### config.mk
export PLATFORM = sky130hd
export DESIGN_NAME = minmod_face_reconstruction_unit
export DESIGN_NICKNAME = d
export VERILOG_FILES = /design/src/sv/mfr_pkg.sv /design/src/sv/mfr_front.sv /design/src/sv/mfr_queue.sv /design/src/sv/mfr_back.sv /design/src/sv/minmod_face_reconstruction_unit.sv
export SDC_FILE = /design/constraint.sdc
export NUM_CORES = 2
export LEC_CHECK = 0
export BUFFER_PORTS_ARGS = -buffer_cell sky130_fd_sc_hd__buf_2
export CORE_AREA = 2 2 492 494
export DETAILED_ROUTE_END_ITERATION = 7
export DIE_AREA = 0 0 494 496
export PLACE_DENSITY = 0.49
export RECOVER_POWER = 25
export SYNTH_ARGS = -nofsm -noshare
export SYNTH_HDL_FRONTEND = slang
export SYNTH_HIERARCHICAL = 1
export SYNTH_SLANG_ARGS = --single-unit
### constraint.sdc
create_clock -name clk -period 14.4 [get_ports clk]
set_input_delay 1.44 -clock clk [delete_from_list [all_inputs] [get_ports clk]]
set_output_delay 1.44 -clock clk [all_outputs]
set_load 0.05 [all_outputs]
### src/sv/mfr_pkg.sv
// Shared types and constants for the minmod face reconstruction unit.
package mfr_pkg;

  // Fraction width of the fixed-point samples. It cancels in slope*hl/h, so the
  // datapath does not depend on it.
  localparam int FRAC_BITS_DEFAULT = 16;
  localparam int QUEUE_DEPTH = 2;

  // Work item passed from the slope front end to the divide back end.
  typedef struct packed {
    logic signed [63:0] prod;
    logic signed [31:0] depth;
    logic signed [31:0] velocity;
  } work_t;

endpackage

### src/sv/mfr_front.sv
// Front end: holds the cell window, forms the minmod slopes and the product.
module mfr_front (
  input  logic                clk,
  input  logic                rst,
  input  logic                in_valid,
  output logic                in_ready,
  input  logic signed [31:0]  depth_sample,
  input  logic signed [31:0]  velocity_sample,
  input  logic                row_begin,
  output logic                work_valid,
  input  logic                work_ready,
  output mfr_pkg::work_t      work
);

  logic signed [31:0] held_depth, held_velocity;
  logic signed [32:0] left_depth_step, left_velocity_step;
  logic [1:0]         cells_seen;
  // Stage between slope logic and the multiplier.
  logic               mul_valid;
  logic signed [32:0] mul_hs, mul_hl;
  logic signed [31:0] mul_depth, mul_velocity;
  logic               out_valid;
  mfr_pkg::work_t     out_work;

  logic signed [32:0] rd, rv, mmd, mmv, hl_wide;
  logic signed [31:0] hl;
  logic               emit, take;

  function automatic logic signed [32:0] minmod(input logic signed [32:0] a,
                                                input logic signed [32:0] b);
    logic signed [32:0] r;
    r = '0;
    if (!a[32] && !b[32]) r = (a <= b) ? a : b;
    else if ((a[32] || a == 0) && (b[32] || b == 0)) r = (a >= b) ? a : b;
    return r;
  endfunction

  assign rd = 33'(depth_sample) - 33'(held_depth);
  assign rv = 33'(velocity_sample) - 33'(held_velocity);
  assign mmd = minmod(left_depth_step, rd);
  assign mmv = minmod(left_velocity_step, rv);
  assign hl_wide = 33'(held_depth) - (mmd >>> 1);
  always_comb begin
    if (hl_wide > 33'sd2147483647) hl = 32'sh7fffffff;
    else if (hl_wide < -33'sd2147483648) hl = 32'sh80000000;
    else hl = hl_wide[31:0];
  end

  assign in_ready = !mul_valid || !out_valid || work_ready;
  assign take = in_valid && in_ready;
  assign emit = !row_begin && (cells_seen == 2'd2);

  always_ff @(posedge clk) begin
    if (rst) begin
      held_depth <= '0;
      held_velocity <= '0;
      left_depth_step <= '0;
      left_velocity_step <= '0;
      cells_seen <= '0;
      mul_valid <= 1'b0;
      out_valid <= 1'b0;
    end else begin
      if (!out_valid || work_ready) begin
        out_valid <= mul_valid;
        out_work.prod <= 64'(mul_hs) * 64'(mul_hl);
        out_work.depth <= mul_depth;
        out_work.velocity <= mul_velocity;
      end
      if (in_ready) mul_valid <= take && emit;
      if (take) begin
        if (row_begin || cells_seen == 2'd0) begin
          cells_seen <= 2'd1;
        end else if (cells_seen == 2'd1) begin
          left_depth_step <= rd;
          left_velocity_step <= rv;
          cells_seen <= 2'd2;
        end else begin
          left_depth_step <= rd;
          left_velocity_step <= rv;
          mul_hs <= mmv >>> 1;
          mul_hl <= 33'(hl);
          mul_depth <= held_depth;
          mul_velocity <= held_velocity;
        end
        held_depth <= depth_sample;
        held_velocity <= velocity_sample;
      end
    end
  end

  assign work_valid = out_valid;
  assign work = out_work;

endmodule

### src/sv/mfr_queue.sv
// Small FIFO between the front end and the divide back end.
module mfr_queue (
  input  logic           clk,
  input  logic           rst,
  input  logic           push_valid,
  output logic           push_ready,
  input  mfr_pkg::work_t push_data,
  output logic           pop_valid,
  input  logic           pop_ready,
  output mfr_pkg::work_t pop_data
);

  localparam int AW = $clog2(mfr_pkg::QUEUE_DEPTH);
  mfr_pkg::work_t mem [mfr_pkg::QUEUE_DEPTH];
  logic [AW-1:0] wr_ptr, rd_ptr;
  logic [AW:0]   count;
  logic          push, pop;

  assign push_ready = count != (AW+1)'(mfr_pkg::QUEUE_DEPTH);
  assign pop_valid = count != '0;
  assign push = push_valid && push_ready;
  assign pop = pop_valid && pop_ready;
  assign pop_data = mem[rd_ptr];

  always_ff @(posedge clk) begin
    if (push) mem[wr_ptr] <= push_data;
    if (rst) begin
      wr_ptr <= '0;
      rd_ptr <= '0;
      count <= '0;
    end else begin
      if (push) wr_ptr <= wr_ptr + 1'b1;
      if (pop) rd_ptr <= rd_ptr + 1'b1;
      count <= count + (AW+1)'(push) - (AW+1)'(pop);
    end
  end

endmodule

### src/sv/mfr_back.sv
// Back end: restoring divide of the product by the depth, then saturating add.
module mfr_back (
  input  logic           clk,
  input  logic           rst,
  input  logic           work_valid,
  output logic           work_ready,
  input  mfr_pkg::work_t work,
  output logic           res_valid,
  input  logic           res_ready,
  output logic [31:0]    res_face,
  output logic           res_zero
);

  localparam logic [1:0] ST_IDLE = 2'd0;
  localparam logic [1:0] ST_DIV  = 2'd1;
  localparam logic [1:0] ST_ADD  = 2'd2;
  localparam logic [1:0] ST_OUT  = 2'd3;

  logic [1:0]         state;
  logic [63:0]        quot, rem;
  logic [31:0]        divisor;
  logic               q_neg;
  logic [5:0]         step;
  logic signed [31:0] velocity;
  logic [64:0]        trial;
  logic [63:0]        rem_sh;
  logic signed [65:0] sum;
  logic signed [63:0] qs;

  assign work_ready = state == ST_IDLE;
  assign res_valid = state == ST_OUT;
  assign rem_sh = {rem[62:0], quot[63]};
  assign trial = {1'b0, rem_sh} - {33'd0, divisor};
  assign qs = q_neg ? -$signed(quot) : $signed(quot);
  assign sum = 66'(velocity) + 66'(qs);

  always_ff @(posedge clk) begin
    if (rst) begin
      state <= ST_IDLE;
    end else begin
      unique case (state)
        ST_IDLE: begin
          if (work_valid) begin
            velocity <= work.velocity;
            if (work.depth == '0) begin
              res_zero <= 1'b1;
              if (work.prod > 0) res_face <= 32'h7fffffff;
              else if (work.prod < 0) res_face <= 32'h80000000;
              else res_face <= work.velocity;
              state <= ST_OUT;
            end else begin
              res_zero <= 1'b0;
              quot <= work.prod[63] ? -work.prod : work.prod;
              divisor <= work.depth[31] ? -work.depth : work.depth;
              q_neg <= work.prod[63] ^ work.depth[31];
              rem <= '0;
              step <= '0;
              state <= ST_DIV;
            end
          end
        end
        ST_DIV: begin
          if (!trial[64]) begin
            rem <= trial[63:0];
            quot <= {quot[62:0], 1'b1};
          end else begin
            rem <= rem_sh;
            quot <= {quot[62:0], 1'b0};
          end
          step <= step + 1'b1;
          if (step == 6'd63) state <= ST_ADD;
        end
        ST_ADD: begin
          if (sum > 66'sd2147483647) res_face <= 32'h7fffffff;
          else if (sum < -66'sd2147483648) res_face <= 32'h80000000;
          else res_face <= sum[31:0];
          state <= ST_OUT;
        end
        ST_OUT: begin
          if (res_ready) state <= ST_IDLE;
        end
        default: state <= ST_IDLE;
      endcase
    end
  end

endmodule

### src/sv/minmod_face_reconstruction_unit.sv
// Top level of the minmod face reconstruction unit.
// An input transfer passes the front end's multiplier stage and output register,
// the queue and the back end's divide, add and output states (a zero-depth cell
// skips both); the bit-serial 64-bit divider takes no work till its result is taken.
// Cells that give no result pass the front end at one per cycle unless it is stalled.
// Reset (rst, synchronous, active high) clears the cell window and all valids.
module minmod_face_reconstruction_unit (
  input  logic        clk,
  input  logic        rst,
  input  logic        s_axis_tvalid,
  output logic        s_axis_tready,
  input  logic [63:0] s_axis_tdata,  // depth_sample[31:0], velocity_sample[63:32]
  input  logic        s_axis_tuser,  // row_begin
  output logic        m_axis_tvalid,
  input  logic        m_axis_tready,
  output logic [31:0] m_axis_tdata,  // velocity_face[31:0]
  output logic        m_axis_tuser   // zero_depth
);

  logic           f_valid, f_ready, b_valid, b_ready;
  mfr_pkg::work_t f_work, b_work;

  mfr_front u_front (
    .clk, .rst,
    .in_valid(s_axis_tvalid), .in_ready(s_axis_tready),
    .depth_sample(s_axis_tdata[31:0]), .velocity_sample(s_axis_tdata[63:32]),
    .row_begin(s_axis_tuser),
    .work_valid(f_valid), .work_ready(f_ready), .work(f_work)
  );

  mfr_queue u_queue (
    .clk, .rst,
    .push_valid(f_valid), .push_ready(f_ready), .push_data(f_work),
    .pop_valid(b_valid), .pop_ready(b_ready), .pop_data(b_work)
  );

  mfr_back u_back (
    .clk, .rst,
    .work_valid(b_valid), .work_ready(b_ready), .work(b_work),
    .res_valid(m_axis_tvalid), .res_ready(m_axis_tready),
    .res_face(m_axis_tdata), .res_zero(m_axis_tuser)
  );

  // A result stays offered until its transfer completes.
  a_valid_hold: assert property (@(posedge clk) disable iff (rst)
    (m_axis_tvalid && !m_axis_tready) |=> m_axis_tvalid)
    else $error("result withdrawn before its transfer");

  // The back end never takes new work while a result is pending.
  a_back_busy: assert property (@(posedge clk) disable iff (rst)
    m_axis_tvalid |-> !b_ready)
    else $error("back end accepted work with a result pending");

  // A stalled result holds its value.
  a_hold: assert property (@(posedge clk) disable iff (rst)
    (m_axis_tvalid && !m_axis_tready) |=> ($stable(m_axis_tdata) && $stable(m_axis_tuser)))
    else $error("result changed while stalled");

endmodule

Word level (Yosys, flattened, before mapping)

Memories as Yosys holds them, arrays and structs flattened. A register that Yosys moved wholly into a read port is not among the register bits.
Index checks and enable logic that the tools add are counted.
Widths: inputs -> output; s select.

Memories kept: 1
Word-level logic and storage cells: 157
Bits of input ports: 69
Output and inout bits: 35
Bits in writable memories: 256
Register bits: 627

Memories:

| name        | words | width | read ports | clocked after memory_dff | wr ports | RTL line        | text |
|---|---|---|---|---|---|---|---|
| u_queue.mem | 2     | 128   | 1          | 1                        | 1        | mfr_queue.sv:14 | `mfr_pkg::work_t mem [mfr_pkg::QUEUE_DEPTH];` |

$add $sub $neg: 13
Multiplexer cells: 43
Multiply operators: 1
Order comparisons: 10
Reductions and logical operators: 44
Bitwise gates (word level): 5
Eq/ne operators: 12

Operators with widths:

| kind                 | number |
|---|---|
| $mux 33              | 8 |
| $mux 32              | 8 |
| $mux 64              | 4 |
| $mux 63              | 3 |
| $logic_not 33->1     | 4 |
| $neg 64->64          | 2 |
| $pmux 64 s2          | 1 |
| $pmux 63 s2          | 1 |
| $sub 32x32->33       | 3 |
| $ge 33x33->1         | 2 |
| $gt 66x32->1 const B | 1 |
| $le 33x33->1         | 2 |
| $lt 66x32->1 const B | 1 |
| $add 32x64->65       | 1 |
| $sub 64x32->65       | 1 |
| $gt 64x1->1 const B  | 1 |
| $lt 64x1->1 const B  | 1 |
| $mul 32x32->64       | 1 |
| $pmux 32 s2          | 1 |
| $gt 33x32->1 const B | 1 |
| $lt 33x32->1 const B | 1 |
| $logic_not 32->1     | 1 |
| $neg 32->32          | 1 |
| $mux 31              | 1 |
| other kinds (24)     | 77 |

Longest topological paths before layout

Depth in word-level cells: 10
Mapped depth: 43
Mapped depth without buffers: 39

Cells and area by module

Netlist, hierarchy kept.

Modules (own cells, without submodules):

| module    | cells each | area each (µm²) | instances | seq. area each (µm²) |
|---|---|---|---|---|
| mfr_front | 6088       | 56967.1         | 1         | 10369.9 |
| mfr_back  | 2197       | 19356.1         | 1         | 6976.7 |
| mfr_queue | 427        | 9529.1          | 1         | 7787.5 |

Worst setup path after synthesis

No wires, ideal clock.

Kind: input -> register
Start point: input port rst
End point: register u_front.mul_depth[0] (enable)
Arrival time: 10.513 ns
Buffers on the path: 2
Setup time: 0.772 ns
Path slack: 3.115 ns
Cell stages on the path: 3
Data required time: 13.628 ns
Cells stage by stage: clkbuf_1 > clkbuf_1 > nor3_1

Longest elaborated chain between the ends: 2

RTL lines:

| what                              | RTL line                             | text |
|---|---|---|
| start: declaration                | minmod_face_reconstruction_unit.sv:9 | `input logic rst,` |
| $not 1->1 (no source line)        | --                                   |  |
| $reduce_and 4->1 (no source line) | --                                   |  |
| end signal: assignment            | mfr_front.sv:82                      | `mul_depth <= held_depth;` |
| end: declaration                  | mfr_front.sv:21                      | `logic signed [31:0] mul_depth, mul_velocity;` |

Every way passes these cells.
A chain may end at the register's enable or synchronous reset.

Final worst setup path

Start point: input port s_axis_tdata[2]
End point: register u_front.mul_hl[8], data pin

Longest elaborated chain between the ends: 9
Elaborated cells on any way between the ends: 16
Those cells by class: 2 x add/sub; 4 x order compare; 5 x mux; 5 x reduce/logical

RTL lines:

| what                                                                 | RTL line                              | text |
|---|---|---|
| start: declaration                                                   | minmod_face_reconstruction_unit.sv:12 | `input logic [63:0] s_axis_tdata,` |
| $sub 32x32->33 *                                                     | mfr_front.sv:38                       | `assign rd = 33'(depth_sample) - 33'(held_depth);` |
| parallel branches: the longest is 4 deep, another holds $ge 33x33->1 | --                                    |  |
| $mux 33 *                                                            | mfr_front.sv:33                       | `if (!a[32] && !b[32]) r = (a <= b) ? a : b;` |
| $sub 32x32->33 *                                                     | mfr_front.sv:42                       | `assign hl_wide = 33'(held_depth) - (mmd >>> 1);` |
| $lt 33x32->1                                                         | mfr_front.sv:45                       | `else if (hl_wide < -33'sd2147483648) hl = 32'sh80000000;` |
| $mux 32                                                              | mfr_front.sv:45                       |  |
| end signal: assignment                                               | mfr_front.sv:81                       | `mul_hl <= 33'(hl);` |
| end: declaration                                                     | mfr_front.sv:20                       | `logic signed [32:0] mul_hs, mul_hl;` |

Every way passes the cells marked *.

==> metrics.md <==
| Metric | Value |
|---|---|
| Area fraction in compound gates after synthesis | between 10% and 20% |
| Crit-path max cell delay | 0.91 ns |
| Max FO, Critical Path | 30 |
| Post-CTS setup buffers | 0 |
| Mapped Nets | around 10000 |
| IO Count | around 100 |
| Final setup fails | 0 |
| Area grow syn2layout | 8.16% |
| Fillcell total | roughly 24000 |
| Worst endpoint required time | approximately 15 ns |
| MaxCap Viol Count | 3 |
| Pleak | slightly below 40 nW |
| Setup TNS | 0 ns |
| Final Slew Violations | approximately 230 |
| Top_reg_cell synth | edfxtp_1 |
| Tot GR Track Use | approximately a fifth |
| Dominant cell type by area after synthesis | edfxtp_1 |
| DRC Markers | 0 |
| Worst setup SP type | input port |
| Outcome | finished, violations left |
| Share of layout cells above drive strength 1 | between 6 and 7% |
| Largest cells by area after synthesis | edfxtp_1, fa_1, ha_1 |
| Vias per cell | ~5.2 |
| CTS Hold Bufs | 0 |
| Multiplexer share of the synthesized area | around 1.8% |
| Seq cells post-synth | 884 |
| Gpl congestion | a little under 0.9 |
| Ys Warns | 6 |
| Num CTS Buffers | 99 |
| Register area share after synthesis | 29.3% |
| Detail Placement HPWL | approximately 190000 µm |
| Synthesized cell area | roughly 86000 µm² |
| Tcrit/Tclk final | approximately three quarters |
| Syn Area/Cell | ~9.9 µm² |
| Die ar. | between 200000 and 250000 µm² |
| Share of Yosys cell area claimed by the top area cell type | 26.0% |
| Final ANT Viol Nets | 0 |
| CTS sink cnt | 884 |
| Final Hold Viols | 0 |
| Number of DRC markers in iteration 0 | approximately 4500 |
| Crit Path Category | in2reg |
| Cells after synthesis | around 8700 |
| Die Width | around 500 µm |
| Power Density | 185 nW/µm² |
| Worst slew pin tran | between 6 and 7 ns |
| Clock transition at path regs | 0.06 ns |
| Post-synthesis xor/xnor area fraction | under 10% |
| Worst setup EP type | register |
| Initial Utilization | between 30% and 40% |
| Nets | between 10000 and 15000 |
| Grt ovf | 0 |
| Adder-Cell Fraction of Synth Area | 32.0% |
| Violated checks | max-capacitance violations, max-slew violations |
| Core ar. | roughly 240000 µm² |
| Fraction of registers with async set/reset | 0% |
| Initial antenna violation count | 29 |
| Worst clock skew | 0.0936 ns |
| Die height | approximately 500 µm |
| Post-CTS Resized | 0 |
| H-tree Lvls | 3 |
| Placed cells | approximately 12000 |
| Top-count cell post-synth | inv_1 |
| Clock root buffer master | clkbuf_16 |
| CP arrival | 11.40 ns |
| Simple-gate portion of the synthesized area | a little over an eighth |
| Hold Path Class | reg2reg |
| Final min period | 10.88 ns |
| TritonCTS clock tree | done |
| Maximum clock rate | between 90 and 100 MHz |
| Slowest cell on crit path | o311ai_1 |
| Largest net degree at the start of global routing | ~120 |
| Vias in the first global route | around 64000 |
| Synth cell count leaders | inv_1, nand2_1, fa_1 |
| Peak VDD IR | roughly 260 µV |
| Unique masters post-synth | around 120 |
| Non-filler cells, final | around 12000 |
| Routed via count | between 60000 and 70000 |
| RSZ-0062 raised after global routing | no |
| Routed WL | 252000 µm |
| First-pass GRT wire length | 391000 µm |
| Relative slew slack | -347% |
| FP Rows | 180 |
| EDFF count, synth | 743 |
| Wirelength per Cell | around 21 µm |
| Reg2reg path depth | 11 |
| Main combinational cell family by area after synthesis | adder cells |
| Maximum clock insertion buffer count | 3 |
| First drt pass iteration count | 8 |
| Cell depth of the worst hold path | 0 |
| Insertion delay to the later sink of the worst-skew pair | around 0.74 ns |
| I/O Buffers | 103 |
==> layer usage <==
layer  vias up  share of wire (%)  GRT usage, %
met2      1602                 44          32.3
met4         0                2.4          4.75
met1     31213                 48          30.6
met3       327                5.0          2.38
met5         -                  0             0
li1      28491                  -             -
==> worst max-delay path, delay by kind of cell <==
kind,cells,cell delay (ns)
compound gates,16,4.48
fa+ha+maj,3,0.96
buf+inv,3,0.56
simple gates,11,3.92
==> kinds of logic (layout without fill, tap and decap cells) <==
| logic type | after synthesis | count (layout) |
|---|---|---|
| muxes | 140 | 140 |
| xor gates and xnor gates | 393 | 393 |
| AOI/OAI and AO/OA | 1513 | 1513 |
| and+or+nand+nor | 2474 | 2474 |
| DFF | 884 | 884 |
| adders and majority gates | 1546 | 1546 |
| buffers and inverters | 1762 | 1753 |
| other | 0 | 5 |
==> worst paths after layout <==
path                                 startpoint                         endpoint  slack, ns
max reg2reg                            register    u_back/res_face[18]$_DFFE_PP_       3.56
min          u_front/mul_velocity[19]$_DFFE_PP_       u_front/work[19]$_DFFE_PP_       0.40
min reg2reg  u_front/mul_velocity[19]$_DFFE_PP_       u_front/work[19]$_DFFE_PP_       0.40
max                             s_axis_tdata[2]  u_front/mul_hl[8]$_SDFFCE_PN1P_       3.52
==> through the flow <==
step	setup slack, ns	total power, mW	hold slack (ns)	area, µm²	utilization, %
4_1_cts	3.83	17.3	0.399	92900	38.8
6_report	3.52	17.2	0.402	92900	38.8
3_3_place_gp	3.31	14.5	0.405	89500	37.4
5_1_grt	2.54	18.7	0.411	92900	38.7
3_5_place_dp	3.11	14.6	0.405	89500	37.4
2_1_floorplan	3.12	11.5	0.400	85900	-
==> state kept, by name (all words and copies together), names as in the netlist, 6 cells and up, named ones only <==
register	flops
u_front/mul_depth	32
u_front/held_depth	32
u_back/rem	63
u_back/res_face	32
u_front/mul_hs	32
u_front/left_velocity_step	33
u_front/held_velocity	32
u_back/velocity	32
u_queue/mem	256
u_back/divisor	32
u_front/work	128
u_front/left_depth_step	33
u_front/mul_velocity	32
u_front/mul_hl	32
u_back/quot	64
u_back/step	6
==> area by class of cell <==
type / count / area [µm²] / share of cell area [%]
multi-input combinational: 6066 / 54000 / 58.1
inverter: 1361 / 5110 / 5.50
clock buffer: 128 / 2730 / 2.94
tap: 3185 / 3990 / 4.29
sequential: 884 / 25100 / 27.1
clock inverter: 59 / 633 / 0.682
timing repair buffer: 205 / 1270 / 1.37
antenna: 5 / 12.5 / 0.0135
==> report_power, final <==
group          total, mW  switching, mW  internal (mW)
clock network       2.55           1.10           1.45
logic               10.9           6.67           4.20
registers           3.74          0.175           3.57
total               17.2           7.95           9.22
==> cells in the final DEF (no fill, tap or decap), drive strengths merged, types with 28 or more instances in the layout <==
| cell | Yosys | layout |
|---|---|---|
| o211ai | 34 | 34 |
| nand2 | 1293 | 1293 |
| o21ai | 395 | 395 |
| dfxtp | 141 | 141 |
| nand3 | 76 | 76 |
| clkbuf | 328 | 131 |
| o21bai | 33 | 33 |
| a21oi | 441 | 441 |
| inv | 1361 | 1363 |
| and2 | 286 | 286 |
| nand4 | 80 | 80 |
| nor4 | 53 | 53 |
| xnor2 | 245 | 245 |
| fa | 1087 | 1087 |
| o21a | 55 | 55 |
| a211oi | 56 | 56 |
| clkinv | 0 | 41 |
| nor2b | 40 | 40 |
| a21o | 138 | 138 |
| or3 | 58 | 58 |
| nor3 | 62 | 62 |
| xor2 | 148 | 148 |
| edfxtp | 743 | 743 |
| nand2b | 74 | 74 |
| a22oi | 37 | 37 |
| o22ai | 38 | 38 |
| a31oi | 28 | 28 |
| mux2 | 132 | 132 |
| o31ai | 65 | 65 |
| buf | 73 | 202 |
| a21boi | 36 | 36 |
| ha | 453 | 453 |
| nor2 | 317 | 317 |
| or4 | 32 | 32 |
Power figures use the tool's default switching activity.
